File: config.mk
export PLATFORM = sky130hd
export DESIGN_NAME = spike_rejecting_sample_averager_core_flat
export DESIGN_NICKNAME = d
export VERILOG_FILES = /design/src/design/sra_pkg.sv /design/src/design/sra_if.sv /design/src/design/sra_regs.sv /design/src/design/sra_ctrl.sv /design/src/design/sra_dp.sv /design/src/design/spike_rejecting_sample_averager_core.sv /design/src/flat_wrapper.sv
export SDC_FILE = /design/constraint.sdc
export NUM_CORES = 1
export LEC_CHECK = 0
export BUFFER_PORTS_ARGS = -buffer_cell sky130_fd_sc_hd__buf_2
export CAP_MARGIN = 30
export CORE_ASPECT_RATIO = 0.8
export CORE_MARGIN = 1.5
export CORE_UTILIZATION = 65
export CTS_BUF_LIST = sky130_fd_sc_hd__clkbuf_16
export CTS_CLUSTER_DIAMETER = 200
export CTS_CLUSTER_SIZE = 10
export DETAILED_ROUTE_END_ITERATION = 10
export PLACE_DENSITY_LB_ADDON = 0.05
export SYNTH_ARGS = -nofsm -noshare
export SYNTH_HDL_FRONTEND = slang
export SYNTH_SLANG_ARGS = --single-unit
File: constraint.sdc
create_clock -name clk -period 12.1 [get_ports clk]
set_input_delay 0.605 -clock clk [delete_from_list [all_inputs] [get_ports clk]]
set_output_delay 0.605 -clock clk [all_outputs]
set_load 0.05 [all_outputs]
File: src/design/sra_pkg.sv
package sra_pkg;

  localparam int TIME_W = 32;
  localparam int TEMP_W = 16;
  localparam int SUM_W  = 32;
  localparam int CFG_W  = 16;
  localparam int DATA_W = 32;
  localparam int ADDR_W = 3;

  localparam int REG_IDX_BIT = 2;
  localparam logic REG_INTERVAL = 1'b0;
  localparam logic REG_SPIKE    = 1'b1;

  localparam logic [CFG_W-1:0] INTERVAL_RST = 16'd1000;
  localparam logic [CFG_W-1:0] SPIKE_RST    = 16'd240;

  localparam logic CMD_SAMPLE = 1'b0;
  localparam logic CMD_READ   = 1'b1;

  localparam logic signed [TEMP_W-1:0] ONE_DEGREE = 16'sd16;

  localparam int DIV_STEPS = SUM_W;
  localparam int DIV_CNT_W = $clog2(DIV_STEPS);

  typedef struct packed {
    logic [CFG_W-1:0] interval;
    logic [CFG_W-1:0] spike;
  } sra_cfg_t;

  typedef struct packed {
    logic load_item;
    logic finish_item;
    logic read_start;
    logic div_step;
    logic finish_div;
  } sra_cmd_t;

  typedef struct packed {
    logic is_read;
    logic count_zero;
  } sra_stat_t;

  typedef enum logic [3:0] {
    ST_IDLE = 4'b0001,
    ST_EXEC = 4'b0010,
    ST_DIV  = 4'b0100,
    ST_DONE = 4'b1000
  } sra_state_t;

endpackage

File: src/design/sra_if.sv
interface sra_in_if;
  import sra_pkg::*;

  logic                     valid;
  logic                     ready;
  logic                     cmd;
  logic [TIME_W-1:0]        now_ms;
  logic signed [TEMP_W-1:0] sample_temp;
  logic                     sample_ok;
  logic signed [TEMP_W-1:0] fallback_temp;

  modport source (
    output valid, cmd, now_ms, sample_temp, sample_ok, fallback_temp,
    input  ready
  );

  modport sink (
    input  valid, cmd, now_ms, sample_temp, sample_ok, fallback_temp,
    output ready
  );
endinterface

interface sra_out_if;
  import sra_pkg::*;

  logic                     valid;
  logic                     ready;
  logic signed [TEMP_W-1:0] avg_temp;
  logic                     fresh;
  logic                     accepted;

  modport source (
    output valid, avg_temp, fresh, accepted,
    input  ready
  );

  modport sink (
    input  valid, avg_temp, fresh, accepted,
    output ready
  );
endinterface

File: src/design/sra_regs.sv
module sra_regs (
  input  logic                         clk,
  input  logic                         rst,
  input  logic                         psel,
  input  logic                         penable,
  input  logic                         pwrite,
  input  logic [sra_pkg::ADDR_W-1:0]   paddr,
  input  logic [sra_pkg::DATA_W-1:0]   pwdata,
  output logic [sra_pkg::DATA_W-1:0]   prdata,
  output logic                         pready,
  output sra_pkg::sra_cfg_t            cfg
);
  import sra_pkg::*;

  logic reg_idx;
  logic wr_en;

  assign pready  = 1'b1;
  assign reg_idx = paddr[REG_IDX_BIT];
  assign wr_en   = psel && penable && pwrite && pready;

  always_ff @(posedge clk) begin
    if (rst) begin
      cfg.interval <= INTERVAL_RST;
      cfg.spike    <= SPIKE_RST;
    end else if (wr_en) begin
      case (reg_idx)
        REG_INTERVAL: cfg.interval <= pwdata[CFG_W-1:0];
        REG_SPIKE:    cfg.spike    <= pwdata[CFG_W-1:0];
        default: ;
      endcase
    end
  end

  always_comb begin
    case (reg_idx)
      REG_INTERVAL: prdata = {{(DATA_W-CFG_W){1'b0}}, cfg.interval};
      REG_SPIKE:    prdata = {{(DATA_W-CFG_W){1'b0}}, cfg.spike};
      default:      prdata = '0;
    endcase
  end
endmodule

File: src/design/sra_ctrl.sv
module sra_ctrl (
  input  logic                clk,
  input  logic                rst,
  input  logic                in_valid,
  output logic                in_ready,
  output logic                out_valid,
  input  logic                out_ready,
  input  sra_pkg::sra_stat_t  stat,
  output sra_pkg::sra_cmd_t   ctl
);
  import sra_pkg::*;

  sra_state_t           state;
  sra_state_t           state_next;
  logic [DIV_CNT_W-1:0] div_cnt;
  logic                 out_free;

  assign out_free = !out_valid || out_ready;

  always_comb begin
    state_next = state;
    in_ready   = 1'b0;
    ctl        = '0;
    case (state)
      ST_IDLE: begin
        in_ready = 1'b1;
        if (in_valid) begin
          ctl.load_item = 1'b1;
          state_next    = ST_EXEC;
        end
      end
      ST_EXEC: begin
        if (stat.is_read && !stat.count_zero) begin
          ctl.read_start = 1'b1;
          state_next     = ST_DIV;
        end else if (out_free) begin
          ctl.finish_item = 1'b1;
          state_next      = ST_IDLE;
        end
      end
      ST_DIV: begin
        ctl.div_step = 1'b1;
        if (div_cnt == DIV_CNT_W'(DIV_STEPS - 1)) begin
          state_next = ST_DONE;
        end
      end
      ST_DONE: begin
        if (out_free) begin
          ctl.finish_div = 1'b1;
          state_next     = ST_IDLE;
        end
      end
      default: state_next = ST_IDLE;
    endcase
  end

  always_ff @(posedge clk) begin
    if (rst) begin
      state     <= ST_IDLE;
      out_valid <= 1'b0;
      div_cnt   <= '0;
    end else begin
      state     <= state_next;
      out_valid <= ctl.finish_item || ctl.finish_div || (out_valid && !out_ready);
      div_cnt   <= ctl.div_step ? div_cnt + 1'b1 : '0;
    end
  end
endmodule

File: src/design/sra_dp.sv
module sra_dp #(
  parameter int COUNT_BITS = 16
) (
  input  logic                              clk,
  input  logic                              rst,
  input  sra_pkg::sra_cmd_t                 ctl,
  output sra_pkg::sra_stat_t                stat,
  input  sra_pkg::sra_cfg_t                 cfg,
  input  logic                              in_cmd,
  input  logic [sra_pkg::TIME_W-1:0]        in_now_ms,
  input  logic signed [sra_pkg::TEMP_W-1:0] in_sample_temp,
  input  logic                              in_sample_ok,
  input  logic signed [sra_pkg::TEMP_W-1:0] in_fallback_temp,
  output logic signed [sra_pkg::TEMP_W-1:0] avg_temp,
  output logic                              fresh,
  output logic                              accepted
);
  import sra_pkg::*;

  logic                     item_cmd;
  logic [TIME_W-1:0]        item_now;
  logic signed [TEMP_W-1:0] item_temp;
  logic                     item_ok;
  logic signed [TEMP_W-1:0] item_fallback;

  logic signed [TEMP_W-1:0] last_accepted;
  logic signed [SUM_W-1:0]  running_sum;
  logic [COUNT_BITS-1:0]    sample_count;
  logic [TIME_W-1:0]        last_sample_time;

  logic [SUM_W-1:0]         div_quo;
  logic [COUNT_BITS-1:0]    div_rem;
  logic [COUNT_BITS-1:0]    div_den;
  logic                     div_neg;

  logic [TIME_W:0]          time_diff;
  logic [TIME_W-1:0]        dt;
  logic                     considered;
  logic [TEMP_W:0]          temp_diff;
  logic [TEMP_W:0]          jump;
  logic                     near;
  logic                     low_last;
  logic [SUM_W:0]           sum_next;
  logic                     sum_ovf;
  logic                     count_full;
  logic                     take;
  logic [SUM_W-1:0]         sum_mag;
  logic [COUNT_BITS+1:0]    trial;
  logic                     fits;
  logic [COUNT_BITS-1:0]    rem_next;

  assign stat.is_read    = (item_cmd == CMD_READ);
  assign stat.count_zero = (sample_count == '0);

  // sample qualification
  assign time_diff  = {1'b0, item_now} - {1'b0, last_sample_time};
  assign dt         = time_diff[TIME_W] ? (~time_diff[TIME_W-1:0] + 1'b1)
                                        : time_diff[TIME_W-1:0];
  assign considered = item_ok && (dt >= {{(TIME_W-CFG_W){1'b0}}, cfg.interval});
  assign temp_diff  = {item_temp[TEMP_W-1], item_temp}
                    - {last_accepted[TEMP_W-1], last_accepted};
  assign jump       = temp_diff[TEMP_W] ? (~temp_diff + 1'b1) : temp_diff;
  assign near       = jump < {1'b0, cfg.spike};
  assign low_last   = last_accepted < ONE_DEGREE;
  assign sum_next   = {running_sum[SUM_W-1], running_sum}
                    + {{(SUM_W-TEMP_W+1){item_temp[TEMP_W-1]}}, item_temp};
  assign sum_ovf    = sum_next[SUM_W] ^ sum_next[SUM_W-1];
  assign count_full = &sample_count;
  assign take       = considered && (near || low_last) && !count_full && !sum_ovf;

  // restoring divider, one quotient bit per cycle
  assign sum_mag  = running_sum[SUM_W-1] ? (~running_sum + 1'b1) : running_sum;
  assign trial    = {1'b0, div_rem, div_quo[SUM_W-1]} - {2'b00, div_den};
  assign fits     = !trial[COUNT_BITS+1];
  assign rem_next = fits ? trial[COUNT_BITS-1:0]
                         : {div_rem[COUNT_BITS-2:0], div_quo[SUM_W-1]};

  always_ff @(posedge clk) begin
    if (rst) begin
      last_accepted    <= '0;
      running_sum      <= '0;
      sample_count     <= '0;
      last_sample_time <= '0;
    end else if (ctl.read_start) begin
      running_sum  <= '0;
      sample_count <= '0;
    end else if (ctl.finish_item && item_cmd == CMD_SAMPLE && considered) begin
      last_sample_time <= item_now;
      if (take) begin
        running_sum   <= sum_next[SUM_W-1:0];
        sample_count  <= sample_count + 1'b1;
        last_accepted <= item_temp;
      end
    end
  end

  always_ff @(posedge clk) begin
    if (ctl.load_item) begin
      item_cmd      <= in_cmd;
      item_now      <= in_now_ms;
      item_temp     <= in_sample_temp;
      item_ok       <= in_sample_ok;
      item_fallback <= in_fallback_temp;
    end
    if (ctl.read_start) begin
      div_quo <= sum_mag;
      div_rem <= '0;
      div_den <= sample_count;
      div_neg <= running_sum[SUM_W-1];
    end else if (ctl.div_step) begin
      div_quo <= {div_quo[SUM_W-2:0], fits};
      div_rem <= rem_next;
    end
    if (ctl.finish_item) begin
      if (item_cmd == CMD_READ) begin
        avg_temp <= item_fallback;
        accepted <= 1'b0;
      end else begin
        avg_temp <= '0;
        accepted <= take;
      end
      fresh <= 1'b0;
    end else if (ctl.finish_div) begin
      avg_temp <= div_neg ? (~div_quo[TEMP_W-1:0] + 1'b1) : div_quo[TEMP_W-1:0];
      fresh    <= 1'b1;
      accepted <= 1'b0;
    end
  end
endmodule

File: src/design/spike_rejecting_sample_averager_core.sv
// Averages temperature samples in 1/16 degree units with spike rejection. Each
// input word either offers a sample (cmd 0) or reads and clears the average
// (cmd 1), and yields exactly one output word. A word is taken when the block
// is free and held in an input register, so a new word can be taken while the
// previous result still waits on the output. A sample offer goes from the input
// register through the EXEC state to the result register; a read with samples
// accumulated runs the restoring divider that forms one quotient bit per clock
// over the 32-bit sum, then DONE; an empty read goes as a sample offer. One word
// is in work at a time. The interval and spike limit registers sit on the
// APB-style port at byte addresses 0 and 4 and should be written while idle.
module spike_rejecting_sample_averager_core #(
  parameter int COUNT_BITS = 16
) (
  input  logic                       clk,
  input  logic                       rst,
  sra_in_if.sink                     in_ch,
  sra_out_if.source                  out_ch,
  input  logic                       psel,
  input  logic                       penable,
  input  logic                       pwrite,
  input  logic [sra_pkg::ADDR_W-1:0] paddr,
  input  logic [sra_pkg::DATA_W-1:0] pwdata,
  output logic [sra_pkg::DATA_W-1:0] prdata,
  output logic                       pready
);
  import sra_pkg::*;

  sra_cfg_t  cfg;
  sra_cmd_t  ctl;
  sra_stat_t stat;

  sra_regs u_regs (
    .clk     (clk),
    .rst     (rst),
    .psel    (psel),
    .penable (penable),
    .pwrite  (pwrite),
    .paddr   (paddr),
    .pwdata  (pwdata),
    .prdata  (prdata),
    .pready  (pready),
    .cfg     (cfg)
  );

  sra_ctrl u_ctrl (
    .clk       (clk),
    .rst       (rst),
    .in_valid  (in_ch.valid),
    .in_ready  (in_ch.ready),
    .out_valid (out_ch.valid),
    .out_ready (out_ch.ready),
    .stat      (stat),
    .ctl       (ctl)
  );

  sra_dp #(
    .COUNT_BITS (COUNT_BITS)
  ) u_dp (
    .clk              (clk),
    .rst              (rst),
    .ctl              (ctl),
    .stat             (stat),
    .cfg              (cfg),
    .in_cmd           (in_ch.cmd),
    .in_now_ms        (in_ch.now_ms),
    .in_sample_temp   (in_ch.sample_temp),
    .in_sample_ok     (in_ch.sample_ok),
    .in_fallback_temp (in_ch.fallback_temp),
    .avg_temp         (out_ch.avg_temp),
    .fresh            (out_ch.fresh),
    .accepted         (out_ch.accepted)
  );
endmodule

File: src/flat_wrapper.sv
// flat-port wrapper written by rule: the top's interface ports become plain ports
module spike_rejecting_sample_averager_core_flat import sra_pkg::*;
#(
  parameter int COUNT_BITS = 16
)
  (clk, rst, psel, penable, pwrite, paddr, pwdata, prdata, pready, in_ch_valid, in_ch_cmd, in_ch_now_ms, in_ch_sample_temp, in_ch_sample_ok, in_ch_fallback_temp, in_ch_ready, out_ch_valid, out_ch_avg_temp, out_ch_fresh, out_ch_accepted, out_ch_ready);
  sra_in_if in_ch_i ();
  sra_out_if out_ch_i ();
  input  logic clk;
  input  logic rst;
  input  logic psel;
  input  logic penable;
  input  logic pwrite;
  input  logic [sra_pkg::ADDR_W-1:0] paddr;
  input  logic [sra_pkg::DATA_W-1:0] pwdata;
  output logic [sra_pkg::DATA_W-1:0] prdata;
  output logic pready;
  input wire logic [$bits(in_ch_i.valid)-1:0] in_ch_valid;
  input wire logic [$bits(in_ch_i.cmd)-1:0] in_ch_cmd;
  input wire logic [$bits(in_ch_i.now_ms)-1:0] in_ch_now_ms;
  input wire logic [$bits(in_ch_i.sample_temp)-1:0] in_ch_sample_temp;
  input wire logic [$bits(in_ch_i.sample_ok)-1:0] in_ch_sample_ok;
  input wire logic [$bits(in_ch_i.fallback_temp)-1:0] in_ch_fallback_temp;
  output wire logic [$bits(in_ch_i.ready)-1:0] in_ch_ready;
  output wire logic [$bits(out_ch_i.valid)-1:0] out_ch_valid;
  output wire logic [$bits(out_ch_i.avg_temp)-1:0] out_ch_avg_temp;
  output wire logic [$bits(out_ch_i.fresh)-1:0] out_ch_fresh;
  output wire logic [$bits(out_ch_i.accepted)-1:0] out_ch_accepted;
  input wire logic [$bits(out_ch_i.ready)-1:0] out_ch_ready;
  assign in_ch_i.valid = in_ch_valid;
  assign in_ch_i.cmd = in_ch_cmd;
  assign in_ch_i.now_ms = in_ch_now_ms;
  assign in_ch_i.sample_temp = in_ch_sample_temp;
  assign in_ch_i.sample_ok = in_ch_sample_ok;
  assign in_ch_i.fallback_temp = in_ch_fallback_temp;
  assign in_ch_ready = in_ch_i.ready;
  assign out_ch_valid = out_ch_i.valid;
  assign out_ch_avg_temp = out_ch_i.avg_temp;
  assign out_ch_fresh = out_ch_i.fresh;
  assign out_ch_accepted = out_ch_i.accepted;
  assign out_ch_i.ready = out_ch_ready;
  spike_rejecting_sample_averager_core #(.COUNT_BITS(COUNT_BITS)) u_core (.clk(clk), .rst(rst), .in_ch(in_ch_i), .out_ch(out_ch_i), .psel(psel), .penable(penable), .pwrite(pwrite), .paddr(paddr), .pwdata(pwdata), .prdata(prdata), .pready(pready));
endmodule
==> results of run 1 <==
logic make-up after synthesis:
family / Yosys count / synth area share
AND/OR/NAND/NOR: 712 / 0.187
AO/OA/AOI/OAI: 685 / 0.218
flip-flops: 287 / 0.368
buffers and inverters: 282 / 0.0608
adder cells (fa/ha/maj): 139 / 0.0922
XOR/XNOR: 137 / 0.0635
multiplexers: 19 / 0.0101
other: 2 / 0.000392
power by group through the flow:
stage | Sequential [uW] | Clock, uW | Combinational [uW]
floorplan | 1170 | 0 | 861
global placement | 1170 | 0 | 1100
detailed placement | 1170 | 0 | 1130
CTS | 1150 | 950 | 1140
global route | 1160 | 984 | 1290
finish | 1160 | 935 | 1170
critical path, cell delays in order (launching register included):
cell and delay [ns]:
edfxtp_1 0.39, ha_1 0.43, a21oi_1 0.47, o21ai_0 0.21
a221oi_1 0.63, o31ai_1 0.23, nor3_1 0.33, or2_2 0.36
nand2_1 0.11, xor2_1 0.31, ha_1 0.32, a21o_1 0.19
a21o_1 0.17, a21o_1 0.17, a21o_1 0.17, a21o_1 0.18
a21o_1 0.17, a21oi_1 0.16, o21ai_0 0.11, nor4_1 0.27
and4_4 0.27, and3_2 0.61, buf_4 0.67, nor2_1 0.37
a211oi_1 0.31
metal layers:
metal	part of all wire	wire length [um]
met2	0.40	19300
met4	0.016	760
met1	0.50	24300
met3	0.091	4470
met5	0	0
layout make-up:
| cell class | instances | area [sq um] |
|---|---|---|
| Tap cell | 377 | 472 |
| Clock inverter | 21 | 80.1 |
| Multi-Input combinational cell | 1709 | 11000 |
| Sequential cell | 287 | 7070 |
| Clock buffer | 37 | 926 |
| Timing Repair Buffer | 144 | 801 |
| Inverter | 142 | 533 |
| Fill cell | 2300 | 8240 |
synth_stat cells (10+ instances only):
cell type	number	area (sq um)
and3_1	20	125
clkbuf_1	104	390
or2_2	11	68.8
a211o_1	18	158
mux2i_1	16	160
or4_1	22	165
nor2_1	116	435
o21ai_0	226	1130
o21a_1	19	143
a211oi_1	16	120
a21oi_1	203	1020
nand3_1	156	781
nand2_1	191	717
dfxtp_1	155	3100
xor2_1	70	613
buf_4	17	128
o21bai_1	12	90.1
or3_1	29	181
a21o_1	50	375
nand4_1	29	181
nor2b_1	20	125
edfxtp_1	132	3960
ha_1	135	1690
nor4_1	15	93.8
o31ai_1	35	263
nand2b_1	20	125
a31oi_1	12	75.1
xnor2_1	66	578
inv_1	142	533
nor3_1	36	180
nor4b_1	10	87.6
sequential cells by signal, indices dropped and copies added (netlist names), 4 cells and up:
register	count
u_core.u_dp.div_quo	32
u_core.u_dp.item_now	32
u_core.u_dp.last_sample_time	32
u_core.u_dp.running_sum	32
u_core.u_regs.cfg	32
u_core.u_dp.avg_temp	16
u_core.u_dp.div_den	16
u_core.u_dp.div_rem	16
u_core.u_dp.item_fallback	16
u_core.u_dp.item_temp	16
u_core.u_dp.last_accepted	16
u_core.u_dp.sample_count	16
u_core.u_ctrl.div_cnt	5
u_core.u_ctrl.state	4
worst paths after layout:
path	startpoint	to	slack, ns	cells after the start
max	u_core.u_dp.item_now[13]	u_core.u_dp.running_sum[1]	4.35	24
min	in_ch_now_ms[17]	u_core.u_dp.item_now[17]	0.25	1
max reg2reg	u_core.u_dp.item_now[13]	u_core.u_dp.running_sum[1]	4.35	24
min reg2reg	u_core.u_regs.cfg[26]	u_core.u_regs.cfg[26]	0.45	2
stage by stage:
step | hold slack [ns] | instances | util | cell area (sq um) | setup WS (ns)
after global placement | 0.443 | 2657 | 0.681 | 19900 | 4.79
after global routing | 0.245 | 2717 | 0.717 | 20900 | 3.86
after CTS | 0.232 | 2716 | 0.716 | 20900 | 4.56
after detailed placement | 0.446 | 2658 | 0.682 | 19900 | 4.61
after floorplan | 0.433 | 2278 | - | 19200 | 6.08
final | 0.253 | 2717 | 0.717 | 20900 | 4.35
==> flow_metrics.py, run 1 <==
metrics = {
    "drt": {
        "vias_per_cell": 6.29,
        "drt_iter0_markers": 1596,
        "ant_nets": 0,
        "vias": 17100,
        "wirelength_um": 48900,
        "routedWlPerCell_um": 18.0,
        "drc": 0,
        "first_pass_iters": 5,
    },
    "cts": {
        "cts_buffers": 34,
        "clk_path_buf_depth": 3,
        "insertion_delay_ns": 0.52,
        "ctsHoldBuffers": 0,
        "cts_setup_buffers": 0,
        "cts.clk_slew.worst_paths_ns": 0.06,
        "cts.sink_count": 287,
        "tritoncts": "built",
        "post_cts_resized": 0,
        "clock-root-buffer": "clkbuf_16",
        "htreeDepth": 2,
    },
    "grt": {
        "grt.total_usage": 0.313,
        "grt_util_met1": 0.488,
        "grt_max_degree": 84,
        "grt.busiest_layer": "met1",
        "grt_use_met3": 0.0638,
        "use_met2": 0.439,
        "grt.overflow.total": 0,
        "antenna_found_initial": 0,
        "grt_pass1_wl_um": 77400,
        "grt_pass1_vias": 15000,
    },
    "die": {
        "ios": 161,
        "die_y_um": 157,
        "dieArea_sq_um": 30600,
        "start_util": 0.658,
        "die_w_um": 195,
        "core_area_sq_um": 29100,
        "rows": 56,
    },
    "timing": {
        "fmax_mhz": 129,
        "period_share": 0.641,
        "relSlewSlack": 0.335,
        "finalSetupTns_ns": 0,
        "report.final.slew_viol_count": 0,
        "setup_viol": 0,
        "rsz0062_at_grt": "no",
        "period_minus_slack_ns": 7.75,
        "tightest_slew_ns": 0.998,
        "finClkSkew_ns": 0.0189,
        "hold_violations": 0,
    },
    "placement": {
        "gp_congestion": 0.942,
        "io_buffers": 125,
        "dp_hpwl_um": 35000,
    },
    "yosys": {
        "async_flop_share": 0,
        "synthFlopType": "dfxtp_1",
        "ys.warnings.count": 0,
        "syn_area_sq_um": 19200,
        "synth-seq-cells": 287,
        "yosysSeqAreaShare": 0.368,
        "syn_area_per_cell_sq_um": 8.48,
        "syn_inst": 2263,
        "synth_edf_count": 132,
        "synthDistinctLibCells": 84,
    },
    "power": {
        "p_sw_uw": 1190,
        "power_uw": 3260,
        "p_int_uw": 2070,
        "powerDensity_nw_per_um2": 156,
        "ir_drop_mv": 0.140,
        "clock_power_share": 0.287,
        "power_frac_seq": 0.355,
        "power.leakage_uw": 0.00839,
        "p_comb_frac": 0.358,
        "p_sw_frac": 0.364,
    },
    "critical_path": {
        "cp.arrival_ns": 8.18,
        "endpoint_kind": "flop",
        "setup.worst_path.start_class": "flop",
        "critPathKind": "reg -> reg",
        "required_ns": 12.52,
        "worstPathMaxFanout": 74,
    },
    "layout": {
        "layout_commonest_cell": "o21ai_0",
        "layout_common_cells": "226 x o21ai_0, 203 x a21oi_1, 190 x nand2_1, 162 x inv_1",
        "area_delta_synth_final_pct": 9.00,
        "diodes": 0,
        "drive_above_1_share": 0.0944,
        "nets": 2565,
    },
    "outcome": {
        "outcome": "complete, no violations",
    },
    "job": {
        "max_cap_viol_count": 0,
    },
    "worst_hold_path": {
        "hold_class": "in -> reg",
    },
}
(Power assumes the default switching activity.)
==> run 2: changes to the inputs <==
CORE_UTILIZATION = 61   (was 65)
clock period = 7.25 ns   (was 12.1 ns; I/O delays follow)
==> run 2 against run 1 <==
Sequential power up 66%. Worst setup slack worse by 3.7 ns. Clock-buffer cell count shrank 3. Die area up 6.4%. Final cell count increased by 3.5%. Combinational power grew 70%. Routed wire length up 3.4%. Clock power up 65%. Flip-flop and latch count unchanged. First-iteration DRC count down 0.81%.
==> flow_metrics.py, run 2 (same netlist as run 1, synthesis figures left out) <==
metrics = {
    "layout": {
        "seq_area_sq_um": 7070,
        "nets": 2623,
        "finish.instance_area_sq_um": 21500,
        "area_delta_synth_final_pct": 12.3,
        "drive_above_1_share": 0.0942,
        "utilization": 0.702,
        "nFillCells": 2470,
        "layout_commonest_cell": "o21ai_0",
        "multiInputGateArea_sq_um": 11000,
        "diodes": 0,
        "layout_common_cells": "226 x o21ai_0, 203 x a21oi_1, 190 x nand2_1, 163 x inv_1",
    },
    "die": {
        "die_w_um": 201,
        "core_area_sq_um": 30700,
        "die_y_um": 162,
        "start_util": 0.625,
        "dieArea_sq_um": 32500,
        "ios": 161,
        "rows": 57,
    },
    "timing": {
        "hold_violations": 0,
        "tightest_slew_ns": 1.04,
        "relSlewSlack": 0.294,
        "report.final.slew_viol_count": 0,
        "finalSetupTns_ns": 0,
        "fmax_mhz": 152,
        "setup_viol": 0,
        "hold_slack_ns": 0.0145,
        "period_share": 0.906,
        "finClkSkew_ns": 0.0230,
        "rsz0062_at_grt": "no",
        "period_minus_slack_ns": 6.57,
    },
    "cts": {
        "cts_buffers": 34,
        "ctsHoldBuffers": 53,
        "htreeDepth": 2,
        "insertion_delay_ns": 0.54,
        "cts.sink_count": 287,
        "clk_path_buf_depth": 3,
        "cts.clk_slew.worst_paths_ns": 0.06,
        "tritoncts": "built",
        "post_cts_resized": 0,
        "cts_setup_buffers": 0,
        "clock-root-buffer": "clkbuf_16",
    },
    "drt": {
        "routedWlPerCell_um": 18.0,
        "vias": 17300,
        "drc": 0,
        "drt_iter0_markers": 1583,
        "dr_wl_met3_um": 4890,
        "first_pass_iters": 6,
        "ant_nets": 0,
        "wirelength_um": 50600,
        "vias_per_cell": 6.15,
        "top_layer_used": "met4",
        "wl_met1_um": 24800,
        "wl_met2_um": 20100,
    },
    "critical_path": {
        "crit_chain": "inv_1, ha_1, inv_1, fa_1, a211oi_1, o211ai_1, nand2_1, xor2_1, nand4b_1, nor4_2, nor2_1, xnor2_1, ha_1, nand4_1, or3_1, o21ai_0, nor4_1, and4_4, and3_2, nor2_1, o21ai_0",
        "setup.worst_path.start_class": "flop",
        "endpoint_kind": "flop",
        "worstPathMaxFanout": 8,
        "crit_buf_inv": 2,
        "required_ns": 7.63,
        "critical-path-max-stage-delay_ns": 0.79,
        "critical-path-top-delay-family": "simple AND/OR/NAND/NOR gates",
        "cp.arrival_ns": 6.95,
        "critPathKind": "reg -> reg",
        "cp_slowest_cell": "nor2_1",
    },
    "placement": {
        "io_buffers": 125,
        "placed_area_sq_um": 20000,
        "dp_hpwl_um": 35900,
        "gp_congestion": 0.952,
    },
    "grt": {
        "grt.overflow.total": 0,
        "antenna_found_initial": 1,
        "grt_pass1_wl_um": 81300,
        "grt.total_usage": 0.306,
        "grt_pass1_vias": 15800,
        "grt_max_degree": 84,
    },
    "power": {
        "power.leakage_uw": 0.00865,
        "powerDensity_nw_per_um2": 254,
        "ir_drop_mv": 0.224,
    },
    "job": {
        "max_cap_viol_count": 0,
    },
    "outcome": {
        "outcome": "complete, no violations",
    },
    "worst_hold_path": {
        "hold_class": "in -> reg",
    },
}
[run 2: changes by cell type in the layout (fill, tap and decap cells not counted)]
| cell | delta |
|---|---|
| inv_1 | +1 |
| dlygate4sd3_1 | +53 |
| and2_2 | -1 |
| inv_16 | +2 |
| buf_4 | +3 |
| clkbuf_16 | -3 |
| and2_4 | +1 |
| buf_12 | +2 |
| clkinv_8 | +1 |
[run 2: worst paths after layout]
kind	startpoint	cells past startpoint	to	slack, ns
setup / recovery	u_core.u_dp.item_now[0]	21	u_core.u_dp.running_sum[28]	0.68
hold / removal	in_ch_now_ms[23]	1	u_core.u_dp.item_now[23]	0.01
setup reg to reg	u_core.u_dp.item_now[0]	21	u_core.u_dp.running_sum[28]	0.68
hold reg to reg	u_core.u_regs.cfg[20]	2	u_core.u_regs.cfg[20]	0.45
[run 2: worst register-to-register path, cell delays in order (launching register included)]
cell and delay, ns:
edfxtp_1 0.45, inv_1 0.09, ha_1 0.17, inv_1 0.06, fa_1 0.48, a211oi_1 0.30, o211ai_1 0.26, nand2_1 0.18
xor2_1 0.42, nand4b_1 0.40, nor4_2 0.75, nor2_1 0.12, xnor2_1 0.22, ha_1 0.36, nand4_1 0.09, or3_1 0.37
o21ai_0 0.22, nor4_1 0.10, and4_4 0.16, and3_2 0.26, nor2_1 0.79, o21ai_0 0.20
[run 2: power by group]
part / switching, uW / internal, uW / leakage (uW)
clock network: 683 / 858 / 0.000561
registers: 101 / 1830 / 0.00246
logic: 1240 / 751 / 0.00563
[run 2: cell type report]
class	instances	area share
inverter	142	0.0248
tap	413	0.0240
clock buffer	34	0.0395
sequential	287	0.328
multi-input combinational	1709	0.512
clock inverter	25	0.00651
timing repair buffer	202	0.0647
[run 2: stage by stage]
step,std cells,worst slack [ns],power [uW]
6_report,2812,0.681,5460
3_3_place_gp,2699,0.917,3810
3_5_place_dp,2699,0.781,3860
2_1_floorplan,2278,1.23,3390
5_1_grt,2812,0.299,5750
4_1_cts,2811,0.726,5430
[run 2: layer usage]
layer  track usage  up-vias
met5       0.00893        -
met4        0.0665        0
met3        0.0646       63
met2         0.432      709
met1         0.475     8061
li1              -     8455
